<file path="src/hdl/bech32_string_encoder_assert.svh">
// Assertion macros shared by the encoder's checking code.
`ifndef BECH32_STRING_ENCODER_ASSERT_SVH
`define BECH32_STRING_ENCODER_ASSERT_SVH

// Consequent checked in the same cycle as the antecedent.
`define B32E_ASSERT_SAME(label, ante, cons, msg) \
   label: assert property (@(posedge clock) disable iff (reset) (ante) |-> (cons)) \
      else $error(msg);

// Consequent checked in the cycle after the antecedent.
`define B32E_ASSERT_NEXT(label, ante, cons, msg) \
   label: assert property (@(posedge clock) disable iff (reset) (ante) |=> (cons)) \
      else $error(msg);

`endif

</file>
<file path="src/hdl/b32enc_pkg.sv">
// Types, codes, tables and the polymod step shared by the encoder modules.
package b32enc_pkg;

   localparam int CHECK_SYMBOLS = 6;

   localparam logic [1:0] KIND_PREFIX = 2'd0;
   localparam logic [1:0] KIND_DATA   = 2'd1;
   localparam logic [1:0] KIND_FINISH = 2'd2;

   localparam logic [2:0] ERR_OK    = 3'd0;
   localparam logic [2:0] ERR_CHAR  = 3'd1;
   localparam logic [2:0] ERR_LONG  = 3'd2;
   localparam logic [2:0] ERR_SHORT = 3'd3;
   localparam logic [2:0] ERR_ORDER = 3'd4;

   localparam logic [2:0] PM_HOLD  = 3'd0;
   localparam logic [2:0] PM_INIT  = 3'd1;
   localparam logic [2:0] PM_STEP  = 3'd2;
   localparam logic [2:0] PM_STEPX = 3'd3;
   localparam logic [2:0] PM_SHIFT = 3'd4;

   localparam logic [6:0] CHAR_FIRST = 7'h21;
   localparam logic [6:0] CHAR_DEL   = 7'h7F;
   localparam logic [6:0] CHAR_UP_A  = 7'h41;
   localparam logic [6:0] CHAR_UP_Z  = 7'h5A;
   localparam logic [6:0] CHAR_CASE  = 7'h20;
   localparam logic [6:0] SEP_CHAR   = 7'h31;

   localparam logic [29:0] CONST_BECH32  = 30'h1;
   localparam logic [29:0] CONST_BECH32M = 30'h2bc830a3;

   localparam logic [29:0] PM_GEN [5] = '{
      30'h3b6a57b2, 30'h26508e6d, 30'h1ea119fa, 30'h3d4233dd, 30'h2a1462b3
   };

   localparam logic [6:0] ALPHABET [32] = '{
      7'h71, 7'h70, 7'h7a, 7'h72, 7'h79, 7'h39, 7'h78, 7'h38,
      7'h67, 7'h66, 7'h32, 7'h74, 7'h76, 7'h64, 7'h77, 7'h30,
      7'h73, 7'h33, 7'h6a, 7'h6e, 7'h35, 7'h34, 7'h6b, 7'h68,
      7'h63, 7'h65, 7'h36, 7'h6d, 7'h75, 7'h61, 7'h37, 7'h6c
   };

   typedef struct packed {
      logic [1:0] kind;
      logic [6:0] char_in;
      logic [7:0] data_bits;
      logic [3:0] bit_count;
      logic       use_bech32m;
   } req_type;

   typedef struct packed {
      logic       has_char;
      logic [6:0] char_out;
      logic [2:0] error_code;
      logic       last;
   } rsp_type;

   typedef struct packed {
      logic [2:0] op;
      logic [4:0] val;
      logic       sel;
   } pm_ctrl_type;

   typedef struct packed {
      logic load;
      logic advance;
      logic clear;
   } rg_ctrl_type;

   typedef struct packed {
      logic [3:0] left;
      logic [2:0] fill;
      logic [4:0] full_sym;
      logic [4:0] pad_sym;
   } rg_stat_type;

   function automatic logic [29:0] pm_step(input logic [29:0] c);
      logic [4:0]  top;
      logic [29:0] r;
      top = c[29:25];
      r   = {c[24:0], 5'd0};
      for (int i = 0; i < 5; i++) begin
         if (top[i]) r = r ^ PM_GEN[i];
      end
      return r;
   endfunction

endpackage

</file>
<file path="src/hdl/b32enc_polymod.sv">
// Checksum register with a one-step-per-cycle polymod unit.
module b32enc_polymod import b32enc_pkg::*; (
   input  logic        clock,
   input  logic        reset,
   input  pm_ctrl_type ctrl,
   output logic [29:0] check_out
);

   logic [29:0] check_ff;
   logic [29:0] check_in;

   always_comb begin
      unique case (ctrl.op)
         PM_INIT:  check_in = CONST_BECH32;
         PM_STEP:  check_in = pm_step(check_ff) ^ {25'd0, ctrl.val};
         PM_STEPX: check_in = pm_step(check_ff) ^ (ctrl.sel ? CONST_BECH32M : CONST_BECH32);
         PM_SHIFT: check_in = {check_ff[24:0], 5'd0};
         default:  check_in = check_ff;
      endcase
   end

   always_ff @(posedge clock) begin
      if (reset) begin
         check_ff <= CONST_BECH32;
      end else begin
         check_ff <= check_in;
      end
   end

   assign check_out = check_ff;

endmodule

</file>
<file path="src/hdl/b32enc_hrp_mem.sv">
// Buffer of the prefix characters' low five bits with a registered read port.
module b32enc_hrp_mem #(
   parameter int DEPTH = 83,
   parameter int IDX_W = 7
) (
   input  logic             clock,
   input  logic             wr_en,
   input  logic [IDX_W-1:0] wr_addr,
   input  logic [4:0]       wr_data,
   input  logic             rd_en,
   input  logic [IDX_W-1:0] rd_addr,
   output logic [4:0]       rd_data
);

   logic [4:0] mem [DEPTH];
   logic [4:0] rd_data_ff;

   always_ff @(posedge clock) begin
      if (wr_en) begin
         mem[wr_addr] <= wr_data;
      end
      if (rd_en) begin
         rd_data_ff <= mem[rd_addr];
      end
   end

   assign rd_data = rd_data_ff;

endmodule

</file>
<file path="src/hdl/b32enc_regroup.sv">
// Bit-serial regrouping of data chunks into 5-bit symbols.
module b32enc_regroup import b32enc_pkg::*; (
   input  logic        clock,
   input  logic        reset,
   input  rg_ctrl_type ctrl,
   input  logic [7:0]  load_data,
   input  logic [3:0]  load_count,
   output rg_stat_type stat
);

   logic [7:0] data_sh_ff, data_sh_in;
   logic [3:0] left_ff, left_in;
   logic [2:0] fill_ff, fill_in;
   logic [3:0] sym_ff, sym_in;

   always_comb begin
      data_sh_in = data_sh_ff;
      left_in    = left_ff;
      fill_in    = fill_ff;
      sym_in     = sym_ff;
      priority if (ctrl.load) begin
         // left-align the valid bits; bits above the count fall off
         data_sh_in = 8'(load_data << (4'd8 - load_count));
         left_in    = load_count;
      end else if (ctrl.advance) begin
         data_sh_in = {data_sh_ff[6:0], 1'b0};
         left_in    = left_ff - 4'd1;
         if (fill_ff == 3'd4) begin
            fill_in = 3'd0;
            sym_in  = 4'd0;
         end else begin
            fill_in = fill_ff + 3'd1;
            sym_in  = {sym_ff[2:0], data_sh_ff[7]};
         end
      end else if (ctrl.clear) begin
         fill_in = 3'd0;
         sym_in  = 4'd0;
      end else begin
         data_sh_in = data_sh_ff;
      end
   end

   always_ff @(posedge clock) begin
      if (reset) begin
         left_ff <= 4'd0;
         fill_ff <= 3'd0;
         sym_ff  <= 4'd0;
      end else begin
         left_ff <= left_in;
         fill_ff <= fill_in;
         sym_ff  <= sym_in;
      end
      data_sh_ff <= data_sh_in;
   end

   assign stat.left     = left_ff;
   assign stat.fill     = fill_ff;
   assign stat.full_sym = {sym_ff, data_sh_ff[7]};
   assign stat.pad_sym  = 5'({1'b0, sym_ff} << (3'd5 - fill_ff));

endmodule

</file>
<file path="src/hdl/bech32_string_encoder.sv">
// Bech32/Bech32m string encoder: bit-serial regrouping, at most one polymod step per cycle.
// A prefix character is checked and echoed; a data chunk is regrouped bit by bit.
// The first data or finish item also replays the prefix: zero separator step, stored low bits.
// Finish: pad symbol if bits remain, six polymod steps, six checksum characters.
// Requests stall until the previous item is done and the sequencer is idle again;
// output stalls hold the sequencer. Sync reset clears phase, length and fill; checksum to one.
`include "bech32_string_encoder_assert.svh"

module bech32_string_encoder import b32enc_pkg::*; #(
   parameter int PREFIX_MAX = 83,
   parameter int PREFIX_MIN = 1
) (
   input  logic    clock,
   input  logic    reset,
   input  logic    req_valid,
   output logic    req_stall,
   input  req_type req_data,
   output logic    rsp_valid,
   input  logic    rsp_stall,
   output rsp_type rsp_data
);

   localparam int LEN_W = $clog2(PREFIX_MAX + 1);
   localparam int IDX_W = (PREFIX_MAX > 1) ? $clog2(PREFIX_MAX) : 1;

   localparam logic [2:0] S_IDLE   = 3'd0;
   localparam logic [2:0] S_DECODE = 3'd1;
   localparam logic [2:0] S_REPLAY = 3'd2;
   localparam logic [2:0] S_SEP    = 3'd3;
   localparam logic [2:0] S_DATA   = 3'd4;
   localparam logic [2:0] S_PAD    = 3'd5;
   localparam logic [2:0] S_CKEXT  = 3'd6;
   localparam logic [2:0] S_CKOUT  = 3'd7;

   logic [2:0]       state_ff, state_in;
   req_type          item_ff, item_in;
   logic [LEN_W-1:0] len_ff, len_in;
   logic [LEN_W-1:0] rep_ff, rep_in;
   logic             phase_ff, phase_in;
   logic [2:0]       cnt_ff, cnt_in;
   logic             rsp_valid_ff, rsp_valid_in;
   rsp_type          rsp_ff, rsp_in;

   logic             accept;
   logic             out_free;
   logic             emit;
   rsp_type          emit_rsp;
   logic [3:0]       cnt_clamp;
   logic             is_upper;
   logic [6:0]       lower_char;
   logic [4:0]       high_sym;
   logic [LEN_W-1:0] rep_next;
   logic [4:0]       more_sum;

   pm_ctrl_type      pm_ctrl;
   logic [29:0]      check;
   rg_ctrl_type      rg_ctrl;
   rg_stat_type      rg_stat;
   logic             mem_wr_en;
   logic             mem_rd_en;
   logic [IDX_W-1:0] mem_rd_addr;
   logic [4:0]       mem_rd_data;

   b32enc_polymod u_polymod (
      .clock     (clock),
      .reset     (reset),
      .ctrl      (pm_ctrl),
      .check_out (check)
   );

   b32enc_regroup u_regroup (
      .clock      (clock),
      .reset      (reset),
      .ctrl       (rg_ctrl),
      .load_data  (req_data.data_bits),
      .load_count (cnt_clamp),
      .stat       (rg_stat)
   );

   b32enc_hrp_mem #(
      .DEPTH (PREFIX_MAX),
      .IDX_W (IDX_W)
   ) u_hrp_mem (
      .clock   (clock),
      .wr_en   (mem_wr_en),
      .wr_addr (len_ff[IDX_W-1:0]),
      .wr_data (item_ff.char_in[4:0]),
      .rd_en   (mem_rd_en),
      .rd_addr (mem_rd_addr),
      .rd_data (mem_rd_data)
   );

   assign req_stall = (state_ff != S_IDLE);
   assign accept    = req_valid && !req_stall;
   assign out_free  = !rsp_valid_ff || !rsp_stall;
   assign cnt_clamp = (req_data.bit_count > 4'd8) ? 4'd8 : req_data.bit_count;

   assign is_upper   = (item_ff.char_in >= CHAR_UP_A) && (item_ff.char_in <= CHAR_UP_Z);
   assign lower_char = is_upper ? (item_ff.char_in | CHAR_CASE) : item_ff.char_in;
   assign high_sym   = {3'd0, item_ff.char_in[6:5]} | {4'd0, is_upper};
   assign rep_next   = LEN_W'(rep_ff + 1'b1);
   assign more_sum   = {2'd0, rg_stat.fill} + {1'b0, rg_stat.left};

   always_comb begin
      state_in    = state_ff;
      item_in     = item_ff;
      len_in      = len_ff;
      rep_in      = rep_ff;
      phase_in    = phase_ff;
      cnt_in      = cnt_ff;
      emit        = 1'b0;
      emit_rsp    = '0;
      pm_ctrl     = '{op: PM_HOLD, val: 5'd0, sel: item_ff.use_bech32m};
      rg_ctrl     = '0;
      mem_wr_en   = 1'b0;
      mem_rd_en   = 1'b0;
      mem_rd_addr = '0;

      unique case (state_ff)
         S_IDLE: begin
            if (accept) begin
               item_in      = req_data;
               rg_ctrl.load = (req_data.kind == KIND_DATA);
               state_in     = S_DECODE;
            end
         end

         S_DECODE: begin
            priority if ((item_ff.kind != KIND_PREFIX && item_ff.kind != KIND_DATA &&
                          item_ff.kind != KIND_FINISH) ||
                         (item_ff.kind == KIND_PREFIX && phase_ff)) begin
               emit_rsp = '{has_char: 1'b0, char_out: 7'd0, error_code: ERR_ORDER,
                            last: 1'b1};
               if (out_free) begin
                  emit     = 1'b1;
                  state_in = S_IDLE;
               end
            end else if (item_ff.kind == KIND_PREFIX) begin
               if (len_ff >= LEN_W'(PREFIX_MAX)) begin
                  emit_rsp = '{has_char: 1'b0, char_out: 7'd0, error_code: ERR_LONG,
                               last: 1'b1};
               end else if (item_ff.char_in < CHAR_FIRST || item_ff.char_in >= CHAR_DEL) begin
                  emit_rsp = '{has_char: 1'b0, char_out: 7'd0, error_code: ERR_CHAR,
                               last: 1'b1};
               end else begin
                  emit_rsp = '{has_char: 1'b1, char_out: lower_char, error_code: ERR_OK,
                               last: 1'b1};
               end
               if (out_free) begin
                  emit     = 1'b1;
                  state_in = S_IDLE;
                  if (emit_rsp.error_code == ERR_OK) begin
                     // first expansion pass folds in as the character arrives
                     pm_ctrl.op  = PM_STEP;
                     pm_ctrl.val = high_sym;
                     mem_wr_en   = 1'b1;
                     len_in      = LEN_W'(len_ff + 1'b1);
                  end
               end
            end else if (!phase_ff) begin
               if (32'(len_ff) < 32'(PREFIX_MIN)) begin
                  emit_rsp = '{has_char: 1'b0, char_out: 7'd0, error_code: ERR_SHORT,
                               last: 1'b1};
                  if (out_free) begin
                     emit     = 1'b1;
                     state_in = S_IDLE;
                  end
               end else begin
                  // zero separator symbol, then replay the buffered low bits
                  pm_ctrl.op  = PM_STEP;
                  mem_rd_en   = 1'b1;
                  mem_rd_addr = '0;
                  rep_in      = '0;
                  state_in    = S_REPLAY;
               end
            end else if (item_ff.kind == KIND_DATA) begin
               state_in = S_DATA;
            end else begin
               state_in = S_PAD;
            end
         end

         S_REPLAY: begin
            pm_ctrl.op  = PM_STEP;
            pm_ctrl.val = mem_rd_data;
            if (rep_next < len_ff) begin
               mem_rd_en   = 1'b1;
               mem_rd_addr = rep_next[IDX_W-1:0];
               rep_in      = rep_next;
            end else begin
               state_in = S_SEP;
            end
         end

         S_SEP: begin
            emit_rsp = '{has_char: 1'b1, char_out: SEP_CHAR, error_code: ERR_OK,
                         last: (item_ff.kind == KIND_DATA) && (more_sum < 5'd5)};
            if (out_free) begin
               emit     = 1'b1;
               phase_in = 1'b1;
               state_in = (item_ff.kind == KIND_DATA) ? S_DATA : S_PAD;
            end
         end

         S_DATA: begin
            emit_rsp = '{has_char: 1'b1, char_out: ALPHABET[rg_stat.full_sym],
                         error_code: ERR_OK, last: (rg_stat.left <= 4'd5)};
            if (rg_stat.left == 4'd0) begin
               state_in = S_IDLE;
            end else if (rg_stat.fill == 3'd4) begin
               // this bit completes a symbol: hold until the output slot frees
               if (out_free) begin
                  emit            = 1'b1;
                  rg_ctrl.advance = 1'b1;
                  pm_ctrl.op      = PM_STEP;
                  pm_ctrl.val     = rg_stat.full_sym;
               end
            end else begin
               rg_ctrl.advance = 1'b1;
            end
         end

         S_PAD: begin
            emit_rsp = '{has_char: 1'b1, char_out: ALPHABET[rg_stat.pad_sym],
                         error_code: ERR_OK, last: 1'b0};
            cnt_in   = 3'd0;
            if (rg_stat.fill == 3'd0) begin
               state_in = S_CKEXT;
            end else if (out_free) begin
               emit          = 1'b1;
               pm_ctrl.op    = PM_STEP;
               pm_ctrl.val   = rg_stat.pad_sym;
               rg_ctrl.clear = 1'b1;
               state_in      = S_CKEXT;
            end
         end

         S_CKEXT: begin
            if (cnt_ff == 3'(CHECK_SYMBOLS - 1)) begin
               pm_ctrl.op = PM_STEPX;
               cnt_in     = 3'd0;
               state_in   = S_CKOUT;
            end else begin
               pm_ctrl.op = PM_STEP;
               cnt_in     = cnt_ff + 3'd1;
            end
         end

         S_CKOUT: begin
            emit_rsp = '{has_char: 1'b1, char_out: ALPHABET[check[29:25]],
                         error_code: ERR_OK, last: (cnt_ff == 3'(CHECK_SYMBOLS - 1))};
            if (out_free) begin
               emit = 1'b1;
               if (cnt_ff == 3'(CHECK_SYMBOLS - 1)) begin
                  // string done: back to the reset state
                  pm_ctrl.op = PM_INIT;
                  len_in     = '0;
                  phase_in   = 1'b0;
                  cnt_in     = 3'd0;
                  state_in   = S_IDLE;
               end else begin
                  pm_ctrl.op = PM_SHIFT;
                  cnt_in     = cnt_ff + 3'd1;
               end
            end
         end

         default: begin
            state_in = S_IDLE;
         end
      endcase
   end

   always_comb begin
      rsp_in = rsp_ff;
      if (emit) begin
         rsp_valid_in = 1'b1;
         rsp_in       = emit_rsp;
      end else begin
         rsp_valid_in = rsp_valid_ff && rsp_stall;
      end
   end

   always_ff @(posedge clock) begin
      if (reset) begin
         state_ff     <= S_IDLE;
         len_ff       <= '0;
         rep_ff       <= '0;
         phase_ff     <= 1'b0;
         cnt_ff       <= 3'd0;
         rsp_valid_ff <= 1'b0;
      end else begin
         state_ff     <= state_in;
         len_ff       <= len_in;
         rep_ff       <= rep_in;
         phase_ff     <= phase_in;
         cnt_ff       <= cnt_in;
         rsp_valid_ff <= rsp_valid_in;
      end
      item_ff <= item_in;
      rsp_ff  <= rsp_in;
   end

   assign rsp_valid = rsp_valid_ff;
   assign rsp_data  = rsp_ff;

   `B32E_ASSERT_NEXT(a_accept_decode, req_valid && !req_stall, state_ff == S_DECODE, "accepted transaction did not reach decode")
   `B32E_ASSERT_SAME(a_error_last, rsp_valid_ff && rsp_ff.error_code != ERR_OK, rsp_ff.last && !rsp_ff.has_char, "error transaction must be last and carry no character")
   `B32E_ASSERT_SAME(a_replay_range, state_ff == S_REPLAY, rep_ff < len_ff, "prefix replay ran past the stored length")
   `B32E_ASSERT_SAME(a_len_bound, 1'b1, len_ff <= LEN_W'(PREFIX_MAX), "prefix length above maximum")

endmodule

</file>
<file path="config.mk">
export PLATFORM = sky130hd
export DESIGN_NAME = bech32_string_encoder
export DESIGN_NICKNAME = d
export VERILOG_FILES = /design/src/hdl/b32enc_pkg.sv /design/src/hdl/b32enc_polymod.sv /design/src/hdl/b32enc_hrp_mem.sv /design/src/hdl/b32enc_regroup.sv /design/src/hdl/bech32_string_encoder.sv
export VERILOG_INCLUDE_DIRS = /design/src /design/src/hdl
export SDC_FILE = /design/constraint.sdc
export NUM_CORES = 1
export LEC_CHECK = 0
export ABC_AREA = 1
export ABC_CLOCK_PERIOD_IN_PS = 3600
export BUFFER_PORTS_ARGS = -buffer_cell sky130_fd_sc_hd__buf_4
export CAP_MARGIN = 40
export CORE_MARGIN = 10
export CORE_UTILIZATION = 45
export CTS_CLUSTER_DIAMETER = 120
export DETAILED_ROUTE_END_ITERATION = 10
export SLEW_MARGIN = 20
export SYNTH_ARGS = -nofsm -noshare
export SYNTH_HDL_FRONTEND = slang
export SYNTH_SLANG_ARGS = --single-unit
</file>
<file path="constraint.sdc">
create_clock -name clock -period 3.6 [get_ports clock]
set_input_delay 0.9 -clock clock [delete_from_list [all_inputs] [get_ports clock]]
set_output_delay 0.9 -clock clock [all_outputs]
set_load 0.1 [all_outputs]
</file>
==> out/results.md <==
| Parameter | This run | Unit |
|---|---|---|
| Net count after synthesis | 2683 | - |
| Kind of end point of the critical path | flop | - |
| Pre-CTS WS | 0.0234 | ns |
| Met2 track demand over resource | 33.7 | % |
| Total Routing Usage GR | 20.6 | % |
| Category of the most critical setup path | reg2reg | - |
| Sequential cell area fraction in the yosys report | 59.2 | % |
| Master cell of the clock root buffer | sky130_fd_sc_hd__clkbuf_16 | - |
| Leakage component of the power | 11.3 | nW |
| Final worst setup slack | 0.0910 | ns |
| Clock tree from TritonCTS | done | - |
| Min-delay src | req_data[19] | - |
| Unique masters post-synth | 56 | - |
| Seq cells post-synth | 513 | - |
| Antenna viol nets, final | 0 | - |
| Clock insertion delay at the later pin of the skew report | 0.62 | ns |
| Drt total wl | 71400 | um |
| Met1 track demand over resource in global routing | 27.8 | % |
| Starting density of the core | 45.4 | % |
| Number of vias per cell after detailed routing | 5.57 | - |
| Rel. slew slack | 43.8 | % |
| Post-route clock skew | 0.0160 | ns |
| Fraction of layout instances using a drive strength above 1 | 10.1 | % |
| Max-cap check violation count | 0 | - |
| Quantity of hold-fixing buffers added after cts | 0 | - |
| Type of the tightest min-delay check | in2reg | - |
| Floorplan core area | 55000 | sq um |
| Final global-route overflow total | 0 | - |
| Number of DRC violations after detailed-routing iteration 0 | 2112 | - |
| Share of the clock period used by the worst path after layout | 97.5 | % |
| Number of placement rows | 86 | - |
| Share of synthesized registers carrying an async set or reset | 0 | % |
| Total number of clock tree sinks | 513 | - |
| Critical path startpoint | rep_ff[0]$_SDFFE_PP0P_ | - |
| Endpoint arrival time on the critical path | 3.88 | ns |
| Maximum fanout encountered on the critical timing path | 25 | - |
| Met3 Resource Use GR | 2.55 | % |
| Number of buffers inserted during clock tree synthesis | 54 | - |
| Leading post-synthesis cells by instance count | sky130_fd_sc_hd__nand2_1 (547), sky130_fd_sc_hd__edfxtp_1 (450), sky130_fd_sc_hd__inv_1 (366), sky130_fd_sc_hd__nand3_1 (342), sky130_fd_sc_hd__nor2_1 (214) | - |
| Half-perimeter wire length after detailed placement | 44900 | um |
| CP required | 3.98 | ns |
| Leading post-synthesis cells by cell area | sky130_fd_sc_hd__edfxtp_1 (54%), sky130_fd_sc_hd__nand2_1 (8.2%), sky130_fd_sc_hd__nand3_1 (6.9%), sky130_fd_sc_hd__inv_1 (5.5%), sky130_fd_sc_hd__dfxtp_1 (5.1%) | - |
| Die height | 256 | um |
| Leading cell type by number of instances after synthesis | sky130_fd_sc_hd__nand2_1 | - |
| Largest area contributor in the netlist | sky130_fd_sc_hd__edfxtp_1 | - |
| Yosys top cell area share | 54.1 | % |
| Die outline width | 256 | um |
| Peak supply drop | 410 | uV |
| Die outline area | 65300 | sq um |
| Largest net degree at the start of global routing | 107 | - |
| Prevailing post-synth register cell | sky130_fd_sc_hd__edfxtp_1 | - |
| Via count of the first global-routing pass | 18400 | - |
| Shortest clock period the worst path allows after layout | 3.51 | ns |
| Number of I/O port buffers | 39 | - |
| Count of boundary I/O pins | 40 | - |
| Wire per inst | 20.6 | um |
| Sort of element at the start of the critical path | flop | - |
| Antenna Diode Count | 0 | - |
| Setup total negative slack | 0 | ns |
| Highest-utilization routing layer at the global route stage | met2 | - |
| Synthesized cell area | 25000 | sq um |
| Maximum achievable frequency | 285 | MHz |
| Number of levels the H-tree was split into | 2 | - |
| Total count of max-transition violations in the final report | 0 | - |
| CTS Buffer Depth | 3 | - |
| Reg-to-reg critical path startpoint | rep_ff[0]$_SDFFE_PP0P_ | - |
| P per Cell Area | 473 | nW/um^2 |
| Via count | 19300 | - |
| DRC violations left | 0 | - |
| Final number of hold-violating endpoints | 0 | - |
| Number of warnings reported in the yosys synthesis log | 0 | - |
| Placer's final routability congestion estimate | 0.927 | - |
| Wire length of the first global-routing pass | 107000 | um |
| Nets | 2722 | - |
| Per-instance average area after synthesis | 9.47 | sq um |
| Number of enable flip-flop cells after synthesis | 450 | - |
| Number of endpoints failing setup at the final stage | 0 | - |
| Slew at the pin closest to its max-slew limit | 0.843 | ns |
| Clock transition at the register clock pins on the worst setup and hold paths after CTS | 0.06 | ns |
| DRT Pass-1 Iters | 6 | - |
| Synthesized instance count | 2637 | - |
| Antenna violations before repair | 0 | - |
| Synth-to-Final Area Change | 13.5 | % |
| Result of the run | finished clean | - |
cell usage in the layout (no fill, tap or decap), types with 3 or more instances in the layout:
cell and n:
sky130_fd_sc_hd__nand3_1 336, sky130_fd_sc_hd__clkbuf_16 61, sky130_fd_sc_hd__nor2_2 5, sky130_fd_sc_hd__or2_2 18, sky130_fd_sc_hd__buf_12 16, sky130_fd_sc_hd__buf_6 5, sky130_fd_sc_hd__edfxtp_1 450, sky130_fd_sc_hd__nand4_1 111
sky130_fd_sc_hd__o22ai_1 7, sky130_fd_sc_hd__ha_1 17, sky130_fd_sc_hd__xnor2_1 17, sky130_fd_sc_hd__o31ai_1 4, sky130_fd_sc_hd__nor2_4 5, sky130_fd_sc_hd__xor2_1 34, sky130_fd_sc_hd__o221ai_1 8, sky130_fd_sc_hd__nand3_2 7
sky130_fd_sc_hd__a31oi_1 27, sky130_fd_sc_hd__clkinv_1 12, sky130_fd_sc_hd__nor3_1 16, sky130_fd_sc_hd__a21oi_1 50, sky130_fd_sc_hd__inv_1 365, sky130_fd_sc_hd__bufinv_16 6, sky130_fd_sc_hd__a211oi_1 6, sky130_fd_sc_hd__nand2_1 543
sky130_fd_sc_hd__buf_4 91, sky130_fd_sc_hd__dfxtp_2 3, sky130_fd_sc_hd__o21ai_1 10, sky130_fd_sc_hd__clkinvlp_4 3, sky130_fd_sc_hd__buf_16 3, sky130_fd_sc_hd__o211ai_1 52, sky130_fd_sc_hd__nor2_1 213, sky130_fd_sc_hd__o2111ai_1 5
sky130_fd_sc_hd__clkinv_2 11, sky130_fd_sc_hd__o21ai_0 66, sky130_fd_sc_hd__clkbuf_1 12, sky130_fd_sc_hd__nand2_2 10, sky130_fd_sc_hd__dfxtp_1 60, sky130_fd_sc_hd__inv_2 9
through the flow:
stage	power (W)	hold WS [ns]	instance area [sq um]	cells	util (%)
2_1_floorplan	0.00755	0.443	25000	2637	-
3_3_place_gp	0.00794	0.465	26200	3350	47.6
3_5_place_dp	0.00795	0.472	26200	3351	47.7
4_1_cts	0.0135	0.428	27900	3448	50.8
5_1_grt	0.0138	0.442	28300	3465	51.5
6_report	0.0134	0.460	28300	3465	51.5
where the power goes:
group          internal, W  switching, W  total, W
Sequential         0.00664     0.0000549   0.00669
Combinational     0.000244      0.000903   0.00115
Clock              0.00323       0.00234   0.00557
routing by layer:
| metal | up-vias | part of all wire (%) |
|---|---|---|
| met5 | - | 0 |
| met4 | 0 | 3.2 |
| met3 | 137 | 6.8 |
| met2 | 758 | 47 |
| met1 | 9373 | 43 |
| li1 | 9041 | - |
what timing repair did:
item / CTS / global route
buffers inserted: 0 / 8
setup endpoints to repair: 0 / 5
resized for setup: 0 / 30
logic make-up after synthesis:
group	after synthesis	synth area share, %
fa+ha+maj	20	1.03
mux	3	0.125
xor+xnor	53	1.86
compound gates	256	6.42
simple gates	1274	22.8
flops	513	59.2
buf+inv	518	8.62
layout make-up:
class | instances | area, sq um
fillers | 4886 | 26700
flip-flops and latches | 513 | 14800
multi-input cells | 1606 | 8160
inverters | 379 | 1420
clock buffers | 67 | 1420
repair buffers | 122 | 1300
well taps | 748 | 936
clock inverters | 30 | 322
worst max-delay path, cell delays in order, from the launching register on:
cell,delay [ns]
sky130_fd_sc_hd__dfxtp_2,0.37
sky130_fd_sc_hd__buf_6,0.13
sky130_fd_sc_hd__nand3_2,0.07
sky130_fd_sc_hd__nand3b_1,0.21
sky130_fd_sc_hd__xor2_2,0.20
sky130_fd_sc_hd__inv_1,0.06
sky130_fd_sc_hd__ha_1,0.28
sky130_fd_sc_hd__nand2_2,0.08
sky130_fd_sc_hd__inv_1,0.06
sky130_fd_sc_hd__a21oi_4,0.16
sky130_fd_sc_hd__buf_12,0.14
sky130_fd_sc_hd__nand3_4,0.20
sky130_fd_sc_hd__buf_6,0.21
sky130_fd_sc_hd__clkbuf_16,0.19
sky130_fd_sc_hd__o21ai_1,0.30
sky130_fd_sc_hd__nand3_1,0.14
sky130_fd_sc_hd__nand3_1,0.09
sky130_fd_sc_hd__nand3_1,0.09
sky130_fd_sc_hd__nand3_1,0.11
sky130_fd_sc_hd__nand2_1,0.06
sky130_fd_sc_hd__nand2_1,0.05
sky130_fd_sc_hd__nand2_1,0.05
worst paths after layout:
kind,cells after the start,to,slack (ns)
min reg2reg,1,cnt_ff[1]$_SDFFE_PP0P_,0.47
max,21,u_hrp_mem.rd_data[3]$_DFFE_PP_,0.09
max reg2reg,21,u_hrp_mem.rd_data[3]$_DFFE_PP_,0.09
min,1,item_ff[19]$_DFFE_PP_,0.46
flip-flops by register name (all words and copies together) (netlist names):
register              cells
cnt_ff                    3
rsp_valid                 1
rsp_data                 12
u_regroup.fill_ff         3
u_regroup.data_sh_ff      8
state_ff                  3
item_ff                  10
rep_ff                    7
phase_ff                  1
u_hrp_mem.rd_data         5
u_polymod.check_out      30
u_regroup.left_ff         4
u_regroup.sym_ff          4
u_hrp_mem.mem           415
len_ff                    7
(Power assumes the default switching activity.)
